## src/rtl/qsd_pkg.sv

```systemverilog
// Shared types and constants of the QAM soft/hard demapper.
package qsd_pkg;

   localparam int CSR_IDX_WIDTH  = 2;
   localparam int CSR_DATA_WIDTH = 16;
   localparam int VALUE_WIDTH    = 16;

   typedef enum logic [CSR_IDX_WIDTH-1:0] {
      CSR_SOFT_MODE = 2'd0,
      CSR_BITS      = 2'd1,
      CSR_INV_VAR   = 2'd2
   } csr_index_type;

   typedef enum logic {
      KIND_LOAD   = 1'b0,
      KIND_SYMBOL = 1'b1
   } kind_type;

   typedef struct packed {
      logic soft_mode;
      logic [3:0] bits;
      logic [15:0] inv_var;
   } cfg_type;

endpackage

```

## src/rtl/qsd_front.sv

```systemverilog
// Front end: accepts transactions, writes table points, queues symbols.
module qsd_front #(
   parameter int QUARTER_DEPTH = 64,
   parameter int SAMPLE_WIDTH = 16,
   localparam int QW = (QUARTER_DEPTH > 1) ? $clog2(QUARTER_DEPTH) : 1
) (
   input  logic clock,
   input  logic reset,
   input  logic in_valid,
   output logic in_ready,
   input  logic in_kind,
   input  logic [5:0] in_index,
   input  logic signed [SAMPLE_WIDTH-1:0] in_re,
   input  logic signed [SAMPLE_WIDTH-1:0] in_im,
   input  logic in_end,
   input  logic back_idle,
   output logic wr_en,
   output logic [QW-1:0] wr_addr,
   output logic signed [SAMPLE_WIDTH-1:0] wr_re,
   output logic signed [SAMPLE_WIDTH-1:0] wr_im,
   output logic q_valid,
   input  logic q_pop,
   output logic signed [SAMPLE_WIDTH-1:0] q_re,
   output logic signed [SAMPLE_WIDTH-1:0] q_im,
   output logic q_end
);
   import qsd_pkg::*;

   logic [1:0] cnt_ff, cnt_in;
   logic rd_ff, rd_in, wrp_ff, wrp_in;
   logic signed [SAMPLE_WIDTH-1:0] re_ff [2];
   logic signed [SAMPLE_WIDTH-1:0] im_ff [2];
   logic end_ff [2];
   logic acc, push;

   // load items wait while symbols are queued or scanned so table writes keep order
   assign in_ready = (in_kind == KIND_LOAD) ? (cnt_ff == 2'd0 && !q_pop && back_idle)
                                            : (cnt_ff != 2'd2);
   assign acc = in_valid && in_ready;
   assign push = acc && (in_kind == KIND_SYMBOL);
   assign wr_en = acc && (in_kind == KIND_LOAD) && ({26'd0, in_index} < QUARTER_DEPTH);
   assign wr_addr = in_index[QW-1:0];
   assign wr_re = in_re;
   assign wr_im = in_im;

   assign q_valid = cnt_ff != 2'd0;
   assign q_re = re_ff[rd_ff];
   assign q_im = im_ff[rd_ff];
   assign q_end = end_ff[rd_ff];

   always_comb begin
      cnt_in = cnt_ff + {1'b0, push} - {1'b0, q_pop};
      rd_in = rd_ff ^ q_pop;
      wrp_in = wrp_ff ^ push;
   end

   always_ff @(posedge clock) begin
      if (reset) begin
         cnt_ff <= '0;
         rd_ff <= 1'b0;
         wrp_ff <= 1'b0;
      end else begin
         cnt_ff <= cnt_in;
         rd_ff <= rd_in;
         wrp_ff <= wrp_in;
      end
      if (push) begin
         re_ff[wrp_ff] <= in_re;
         im_ff[wrp_ff] <= in_im;
         end_ff[wrp_ff] <= in_end;
      end
   end

   assert property (@(posedge clock) disable iff (reset) cnt_ff != 2'd3)
      else $error("queue count out of range");
   assert property (@(posedge clock) disable iff (reset) q_pop |-> q_valid)
      else $error("pop from empty queue");
   assert property (@(posedge clock) disable iff (reset) !(wr_en && q_valid))
      else $error("table write with symbols queued");
   assert property (@(posedge clock) disable iff (reset) wr_en |-> back_idle)
      else $error("table write during scan");
endmodule

```

## config.mk

```make
export PLATFORM = sky130hd
export DESIGN_NAME = qsd_front
export DESIGN_NICKNAME = d
export VERILOG_FILES = /design/src/rtl/qsd_pkg.sv /design/src/rtl/qsd_front.sv
export SDC_FILE = /design/constraint.sdc
export NUM_CORES = 1
export LEC_CHECK = 0
export BUFFER_PORTS_ARGS = -buffer_cell sky130_fd_sc_hd__buf_2
export CAP_MARGIN = 25
export CORE_ASPECT_RATIO = 1.1
export CORE_MARGIN = 10
export CORE_UTILIZATION = 52
export DETAILED_ROUTE_END_ITERATION = 8
export HOLD_SLACK_MARGIN = 0.15
export PLACE_DENSITY = 0.87
export SYNTH_ARGS = -nofsm -noshare
export SYNTH_HDL_FRONTEND = slang
export SYNTH_SLANG_ARGS = --single-unit
```

## constraint.sdc

```tcl
create_clock -name clock -period 4.7 [get_ports clock]
set_input_delay 0.47 -clock clock [delete_from_list [all_inputs] [get_ports clock]]
set_output_delay 0.47 -clock clock [all_outputs]
set_load 0.005 [all_outputs]
```

==> impl_results.md, run 1 <==
* Synth warnings at 0
* Mapped Nets at 214
* Layout cell share with drive strength beyond 1 at 62.7%
* Max VDD drop at 0.000234 V
* Clock skew at 0.00688 ns
* Initial antenna violation count at 0
* Leak at 1.45 nW
* Slew @ Worst Pin at 0.817 ns
* Status: complete, no violations
* Hold EP: end_ff[0]$_DFFE_PP_
* Pin count of the biggest net entering global routing at 35
* Register cell area after layout at 2060 um^2
* Cell Pwr Density at 370 nW/um^2
* Clock latency on the worst-skew pair at 0.32 ns
* HPWL after DPL at 3.62 mm
* Slew Viols, Final at 0
* Clock root buffer: clkbuf_8
* # DRC at 0
* Antenna-violating nets left at 0
* Final #Nets at 290
* Avg WL per Cell at 15.6 um
* Grt ovf at 0
* Syn Area/Cell at 18.5 um^2
* I/O Pins at 119
* Port bufs at 106
* Clock transition at the registers of the reported paths at 0.06 ns
* Most area-hungry cell type in the Yosys netlist: edfxtp_1
* Post-CTS Setup Inserts at 0
* Worst Hold Path Cells at 1
* Number of diodes at 0
* Synth unique cells at 20
* Seq/Total Area, Yosys at 67.4%
* Die width at 93.1 um
* Met1 usage in global routing at 9.79%
* GR met3 Demand/Resource at 7.09%
* Hold path startpoint: in_end
* GRT Total Usage at 10.7%
* Max Cap Viol at 0
* WP data required at 4.23 ns
* Largest cells by area after synthesis: edfxtp_1 (65%), mux2_4 (14%), buf_4 (9.3%)
* Final-report setup violation count at 0
* Layout filler cell count at 444
* Sink Count at 70
* HP Class: in -> reg
* Yosys reg bits at 70
* Asr flop ratio synth at 0%
* Hold slack at 0.333 ns
* CTS Buf Count at 9
* Number of iterations in the first detailed-routing pass at 4
* GRT busiest layer: met2
* CP startpoint: rd_ff$_SDFF_PP0_
* Period Utilization, post-route at 47.7%
* CTS tree: yes
* Vias in the first global route at 1664
* Max Freq at 446 MHz
* Final hold vios at 0
* Number of vias per cell at 4.77
* Crit path max fanout at 18
* Post-Route WL at 5.02 mm
* RSZ-0062 raised after global routing: no
* Reg-to-reg endpoint: im_ff[1][13]$_DFFE_PP_
* Core ar. at 5730 um^2
* Cells after synthesis at 165
* Worst r2r src: cnt_ff[0]$_SDFF_PP0_
* Clock Tree Buf Depth at 2
* Global-route wire length before repair at 7.72 mm
* Min Tclk post-route at 2.24 ns
* Setup crit start kind: flip-flop
* Area grow syn2layout at 14.6%
* Initial core utilization at 53.4%
* Row count at 29
* Routing usage on met2 at 17.7%
* Arr. time, crit path at 1.77 ns
* Iter 0 DRT Violations at 26
* Max transition margin at 45.6%
* Ys flop type: edfxtp_1
* H-Tree Depth at 3
* Detailed-route via count at 1532
* TNS Setup at 0 ns
* Area of the die at 9350 um^2
* Post-CTS Resized at 0
* Most common cell in the synthesized netlist: edfxtp_1
* Setup slack, reg-to-reg at 2.85 ns
* Commonest cells in the netlist: edfxtp_1 (66), buf_4 (38), mux2_4 (29)
* # hold bufs at CTS at 0
* R2R depth at 3
* Die Height at 100 um
* EDFF count, synth at 66
* Gpl congestion at 0.660
* Synth top area share at 64.8%
* Worst setup EP type: output pin
* Post-synthesis cell area at 3060 um^2
* Kind of critical path: reg -> out
* Footprint of the multi-input gates at 638 um^2
==> per-layer routing <==
layer / routed length (um) / vias to the layer above
li1: - / 722
met4: 96 / 0
met2: 2580 / 73
met1: 1770 / 728
met3: 577 / 9
met5: 0 / -
==> cells in the final DEF (no fill, tap or decap), drive strengths merged <==
cell,Yosys,layout
nor2b,1,1
nor3b,1,1
mux2,33,33
edfxtp,66,66
and3,1,1
nand4bb,1,1
nor2,4,4
nand3,1,1
clkinv,0,5
nand2b,1,1
inv,2,2
xnor2,1,1
dfxtp,4,4
ha,4,4
buf,42,107
xnor3,1,1
o21a,1,1
or2,1,1
clkbuf,0,9
==> flip-flops by register name (all words and copies together), names as in the netlist <==
name	cells
rd_ff	1
re_ff	32
end_ff	2
im_ff	32
wrp_ff	1
cnt_ff	2
==> power by group <==
group,switching (mW),leakage [nW],total [mW],internal (mW)
Combinational,0.0803,0.744,0.194,0.114
Clock,0.183,0.0725,0.359,0.176
Sequential,0.0186,0.637,0.745,0.726
==> final cells by class <==
type | count | share of cell area [%]
Clock buffer | 9 | 3.53
Tap cell | 77 | 2.75
Clock inverter | 5 | 0.535
Multi-Input combinational cell | 51 | 18.2
Inverter | 2 | 0.214
Timing Repair Buffer | 107 | 15.9
Sequential cell | 70 | 58.9
==> how the worst max path moves through the flow <==
stage | to | slack [ns] | cells past startpoint
2_1_floorplan | end_ff[1]$_DFFE_PP_ | 2.80 | 3
3_3_place_gp | q_re[13] | 2.64 | 2
3_5_place_dp | q_re[15] | 2.61 | 2
4_1_cts | q_re[15] | 2.24 | 2
5_1_grt | q_re[15] | 2.35 | 3
6_report | q_re[15] | 2.46 | 3
==> critical path: stages, from the launching register on <==
cell,delay (ns)
dfxtp_2,0.71
buf_16,0.25
mux2_2,0.35
buf_2,0.13
==> cell families (layout without fill, tap and decap cells) <==
logic type / Yosys count / in the layout / share of synthesized area [%]
flip-flops: 70 / 70 / 67.4
buffers and inverters: 44 / 123 / 11.9
multiplexers: 33 / 33 / 15.7
AND/OR/NAND/NOR: 11 / 11 / 2.09
adder cells (fa/ha/maj): 4 / 4 / 1.64
XOR/XNOR: 2 / 2 / 1.02
AO/OA/AOI/OAI: 1 / 1 / 0.245
==> stage by stage <==
step	cell area, um^2	cells	setup WS, ns	power (mW)	util (%)
after floorplan	3060	165	2.80	0.897	-
after global placement	3340	306	2.64	0.948	58.2
after detailed placement	3340	306	2.61	0.955	58.2
after CTS	3480	320	2.24	1.32	60.7
after global routing	3510	321	2.35	1.37	61.2
final	3510	321	2.46	1.30	61.2
Power figures use the tool's default switching activity.
==> inputs of run 2 (changes only) <==
--- a/config.mk
+++ b/config.mk
@@ -9,10 +9,10 @@
 export CAP_MARGIN = 25
 export CORE_ASPECT_RATIO = 1.1
 export CORE_MARGIN = 10
-export CORE_UTILIZATION = 52
+export CORE_UTILIZATION = 44
 export DETAILED_ROUTE_END_ITERATION = 8
 export HOLD_SLACK_MARGIN = 0.15
-export PLACE_DENSITY = 0.87
+export PLACE_DENSITY = 0.79
 export SYNTH_ARGS = -nofsm -noshare
 export SYNTH_HDL_FRONTEND = slang
 export SYNTH_SLANG_ARGS = --single-unit
==> constraint.sdc (replaced) <==
create_clock -name clock -period 2 [get_ports clock]
set_input_delay 0.2 -clock clock [delete_from_list [all_inputs] [get_ports clock]]
set_output_delay 0.2 -clock clock [all_outputs]
set_load 0.005 [all_outputs]
==> impl_results.md, run 2 (synthesis results as in run 1) <==
* Status: complete, no violations
* Kind of critical path: reg -> out
* I/O Pins at 119 (unchanged)
* Setup crit start kind: flip-flop
* Port bufs at 106 (unchanged)
* Final core occ at 59.8% (-1.4 points)
* Pre-CTS setup slack at 0.523 ns (-2.09 ns)
* Layout filler cell count at 502 (+13%)
* Clock root buffer: clkbuf_8
* Pin count of the biggest net entering global routing at 27 (-23%)
* Cell Area, Placed at 3420 um^2 (+2.7%)
* Max Freq at 624 MHz
* Worst setup EP type: output pin
* Largest registers: im_ff (32), re_ff (32)
* Period Utilization, post-route at 80.2%
* Slew @ Worst Pin at 0.202 ns (-0.615 ns)
* Final hold vios at 0 (unchanged)
* Clock transition at the registers of the reported paths at 0.07 ns (about the same)
* Die Height at 107 um (+7.0%)
* Max VDD drop at 0.000567 V (+140%)
* H-Tree Depth at 3 (unchanged)
* Reg-to-reg endpoint: re_ff[0][8]$_DFFE_PP_
* HP Class: in -> reg
* HPWL after DPL at 4.14 mm (+15%)
* CP startpoint: rd_ff$_SDFF_PP0_
* Design area at 3990 um^2 (+14%)
* Number of vias per cell at 4.50 (-5.7%)
* Setup slack, reg-to-reg at 0.53 ns (-2.32 ns)
* Vias in the first global route at 1785 (+7.3%)
* CTS tree: yes
* Post-Route WL at 5.84 mm (+16%)
* Critical Path, Cell by Cell: buf_12, mux2_2, buf_2
* Max Cap Viol at 0 (unchanged)
* Number of diodes at 0 (unchanged)
* Gpl congestion at 0.644 (-2.3%)
* Slowest CP cell: mux2_2
* Final #Nets at 330 (+14%)
* Worst r2r src: cnt_ff[0]$_SDFF_PP0_
* GRT Total Usage at 10.8% (+0.075 points)
* Leak at 1.66 nW (+14%)
* Setup ws final at 0.396 ns (-2.06 ns)
* Min Tclk post-route at 1.60 ns
* Clock skew at 0.00932 ns (+0.00245 ns)
* R2R depth at 4 (+1)
* CTS Buf Count at 9 (unchanged)
* Iter 0 DRT Violations at 100 (+280%)
* Clock latency on the worst-skew pair at 0.34 ns (+0.02 ns)
* Core ar. at 6670 um^2 (+16%)
* Arr. time, crit path at 1.40 ns (-0.37 ns)
* Worst path max stage delay at 0.36 ns (-0.35 ns)
* RSZ-0062 raised after global routing: no
* Global-route wire length before repair at 8.97 mm (+16%)
* Avg WL per Cell at 15.9 um (+1.5%)
* # DRC at 0 (unchanged)
* Cell Pwr Density at 871 nW/um^2 (+140%)
* Sink Count at 70 (unchanged)
* Area of the die at 10700 um^2 (+14%)
* Final-report setup violation count at 0 (unchanged)
* Commonest non-fill, non-tap cell in the layout: buf_2
* Slew Viols, Final at 0 (unchanged)
* Detailed-route via count at 1657 (+8.2%)
* Commonest cells after routing, fill and taps aside: buf_2 (106), edfxtp_1 (66), dlygate4sd3_1 (35)
* Post-CTS Setup Inserts at 0 (unchanged)
* Crit path max fanout at 26 (+8)
* Die width at 99.5 um (+6.8%)
* Clock Tree Buf Depth at 2 (unchanged)
* Initial antenna violation count at 0 (unchanged)
* WP data required at 1.80 ns (-2.43 ns)
* Grt ovf at 0 (unchanged)
* Area grow syn2layout at 30.3%
* Initial core utilization at 45.9% (-7.5 points)
* Antenna-violating nets left at 0 (unchanged)
* Number of iterations in the first detailed-routing pass at 4 (unchanged)
* Crit path to: q_re[13]
* Row count at 31 (+6.9%)
* Max transition margin at 86.5% (+41 points)
* TNS Setup at 0 ns (unchanged)
* Overall Power at 3.47 mW (+170%)
* Layout cell share with drive strength beyond 1 at 57.0% (-5.7 points)
==> run 2: cell count changes in the layout (fill, tap and decap cells not counted), sizes merged <==
cell,previous run,this run
clkinv,5,4
dlygate4sd3,0,35
bufinv,0,2
clkinvlp,0,1
buf,107,112
==> run 2: worst min-delay path by stage <==
stage,startpoint,endpoint,cells past startpoint
floorplan,reset,wrp_ff$_SDFF_PP0_,1
finish,in_valid,wrp_ff$_SDFF_PP0_,4
global placement,in_end,end_ff[1]$_DFFE_PP_,1
CTS,in_valid,wrp_ff$_SDFF_PP0_,4
global route,in_valid,wrp_ff$_SDFF_PP0_,4
detailed placement,in_end,end_ff[1]$_DFFE_PP_,1
==> run 2: routing by layer <==
layer	part of all wire, %	track usage [%]	up-vias
met5	0	0	-
met4	1.8	5.23	0
met3	9.6	5.72	10
met2	52	18.8	65
met1	36	10.2	780
li1	-	-	802
==> run 2: power by group <==
| group | leakage (nW) | internal [mW] | switching (mW) |
|---|---|---|---|
| logic | 0.920 | 0.328 | 0.226 |
| clock network | 0.104 | 0.693 | 0.496 |
| registers | 0.637 | 1.70 | 0.0263 |
==> run 2: through the flow <==
step,hold slack (ns),cells
5_1_grt,0.398,368
6_report,0.373,368
2_1_floorplan,0.267,165
3_5_place_dp,0.394,317
4_1_cts,0.358,368
3_3_place_gp,0.390,317
==> run 2: critical path: cells and delay by family, from the launching register on <==
kind,cells,cell delay [ns]
DFF,1,0.35
muxes,1,0.36
buffers and inverters,2,0.34
==> run 2: final cells by class <==
| cell class | count | area, um^2 | area share, % |
|---|---|---|---|
| Multi-Input combinational cell | 51 | 638 | 16.0 |
| Sequential cell | 70 | 2060 | 51.7 |
| Inverter | 2 | 7.51 | 0.188 |
| Tap cell | 82 | 103 | 2.57 |
| Clock inverter | 7 | 88.8 | 2.23 |
| Timing Repair Buffer | 147 | 963 | 24.2 |
| Clock buffer | 9 | 124 | 3.11 |
==> run 2: what timing repair did <==
action,4_1_cts,5_1_grt
gates resized for setup,0,0
endpoints found under the hold margin,70,0
hold buffers,35,0
==> inputs of run 3 (changes only) <==
==> constraint.sdc (replaced) <==
create_clock -name clock -period 1.35 [get_ports clock]
set_input_delay 0.135 -clock clock [delete_from_list [all_inputs] [get_ports clock]]
set_output_delay 0.135 -clock clock [all_outputs]
set_load 0.005 [all_outputs]
==> impl_results.md, run 3 (synthesis results as in run 1) <==
* WP data required at 1.22 ns (-0.58 ns)
* Antenna-violating nets left at 0 (unchanged)
* RSZ-0062 raised after global routing: yes
* Commonest non-fill, non-tap cell in the layout: buf_2
* Number of iterations in the first detailed-routing pass at 4 (unchanged)
* Setup slack, reg-to-reg at -0.01 ns (-0.54 ns)
* HPWL after DPL at 4.29 mm (+3.5%)
* Gpl congestion at 0.641 (-0.45%)
* Dpl cells at 318 (+0.32%)
* Setup crit start kind: flip-flop
* Initial core utilization at 45.9% (unchanged)
* Pre-CTS setup slack at -0.0302 ns (-0.553 ns)
* Worst r2r src: cnt_ff[0]$_SDFF_PP0_
* Layout filler cell count at 450 (-10%)
* Final core occ at 67.0% (+7.3 points)
* Cell Area, Placed at 3500 um^2 (+2.3%)
* Slew Viols, Final at 0 (unchanged)
* Final hold vios at 0 (unchanged)
* Max Freq at 664 MHz
* Max VDD drop at 0.000752 V (+33%)
* Design area at 4470 um^2 (+12%)
* Clock Tree Buf Depth at 2 (unchanged)
* Footprint of the multi-input gates at 733 um^2 (+15%)
* HP Class: in -> out
* Avg WL per Cell at 17.8 um (+12%)
* Vias in the first global route at 1914 (+7.2%)
* Max Cap Viol at 0 (unchanged)
* Post-Route WL at 6.72 mm (+15%)
* Period Utilization, post-route at 112%
* Clock root buffer: clkbuf_8
* Die width at 99.5 um (unchanged)
* Worst Hold Path Cells at 0 (-4)
* Cell Pwr Density at 1180 nW/um^2 (+35%)
* Crit path to: q_im[12]
* CP startpoint: rd_ff$_SDFF_PP0_
* Status: finished, violations left
* Arr. time, crit path at 1.37 ns (-0.03 ns)
* Iter 0 DRT Violations at 29 (-71%)
* Area grow syn2layout at 46.2%
* Leak at 1.83 nW (+10%)
* Min Tclk post-route at 1.51 ns
* Grt ovf at 0 (unchanged)
* Clock latency on the worst-skew pair at 0.32 ns (-0.02 ns)
* Hold slack at 0.270 ns (-0.103 ns)
* Area of the die at 10700 um^2 (unchanged)
* Overall Power at 5.28 mW (+52%)
* Port bufs at 106 (unchanged)
* Slew @ Worst Pin at 0.173 ns (-0.0287 ns)
* # DRC at 0 (unchanged)
* Setup ws final at -0.156 ns (-0.552 ns)
* Clock transition at the registers of the reported paths at 0.07 ns (about the same)
* Row count at 31 (unchanged)
* Clock skew at 0.00558 ns (-0.00374 ns)
* Commonest cells after routing, fill and taps aside: buf_2 (73), edfxtp_1 (66), buf_6 (36)
* Number of diodes at 0 (unchanged)
* CTS tree: yes
* Crit path max fanout at 8 (-69%)
* H-Tree Depth at 3 (unchanged)
* Violated checks: setup timing
* Number of vias per cell at 4.56 (+1.3%)
* R2R depth at 4 (unchanged)
* Global-route wire length before repair at 9.74 mm (+8.5%)
* Final #Nets at 340 (+3.0%)
* Max transition margin at 88.4% (+1.9 points)
* Non-filler cells, final at 377 (+2.4%)
* Pin count of the biggest net entering global routing at 19 (-30%)
* Kind of critical path: reg -> out
* Die Height at 107 um (unchanged)
* Detailed-route via count at 1720 (+3.8%)
* Final-report setup violation count at 51 (+51)
* I/O Pins at 119 (unchanged)
* Initial antenna violation count at 0 (unchanged)
* GRT Total Usage at 11.7% (+0.93 points)
* TNS Setup at -4.50 ns (-4.50 ns)
* Register cell area after layout at 2070 um^2 (+0.18%)
* Layout cell share with drive strength beyond 1 at 61.4% (+4.4 points)
* Largest registers: im_ff (32), re_ff (32)
* CTS Buf Count at 9 (unchanged)
* Core ar. at 6670 um^2 (unchanged)
* Sink Count at 70 (unchanged)
* Reg-to-reg endpoint: re_ff[1][10]$_DFFE_PP_
* Worst setup EP type: output pin
## run 3: cell count changes in the layout (fill, tap and decap cells not counted), moves of 4 or more
cell | before | now
buf_6 | 0 | 36
mux2_4 | 29 | 33
buf_2 | 106 | 73
ha_4 | 0 | 4
clkbuf_16 | 0 | 4
mux2_2 | 4 | 0
## run 3: worst min-delay path by stage
stage | slack (ns) | end | start
floorplan | 0.20 | cnt_ff[0]$_SDFF_PP0_ | reset
global placement | 0.27 | wr_addr[4] | in_index[4]
detailed placement | 0.27 | wr_addr[4] | in_index[4]
CTS | 0.27 | wr_addr[4] | in_index[4]
global route | 0.27 | wr_addr[1] | in_index[1]
finish | 0.27 | wr_addr[4] | in_index[4]
## run 3: final cells by class
type | count | share of cell area (%)
inverters | 2 | 0.168
flip-flops and latches | 70 | 46.2
clock buffers | 10 | 2.85
repair buffers | 157 | 30.9
clock inverters | 5 | 1.15
well taps | 82 | 2.29
multi-input cells | 51 | 16.4
## run 3: layer usage
metal | vias to the layer above | GRT usage [%] | routed length [um]
li1 | 828 | - | -
met1 | 812 | 10.8 | 2440
met2 | 74 | 21.7 | 3640
met3 | 6 | 5.78 | 570
met4 | 0 | 4.10 | 65
met5 | - | 0 | 0
## run 3: power by group
group / total (mW) / internal (mW) / switching (mW) / leakage (nW)
clock: 1.52 / 0.830 / 0.693 / 0.0896
combinational: 1.17 / 0.753 / 0.416 / 1.10
sequential: 2.58 / 2.53 / 0.0563 / 0.638
total: 5.28 / 4.11 / 1.17 / 1.83
## run 3: worst max-delay path: stages (launching register included)
cell and delay [ns]:
dfxtp_4 0.43, clkbuf_16 0.19, mux2_4 0.30, buf_6 0.12
## run 3: repair_timing
| action | CTS | global route |
|---|---|---|
| pin swaps | 3 | 5 |
| gates cloned | 1 | 6 |
| hold buffers | 35 | 0 |
| endpoints found under the hold margin | 70 | 0 |
| setup buffers | 1 | 1 |
| endpoints found under the setup margin | 37 | 73 |
| gates resized for setup | 46 | 3 |
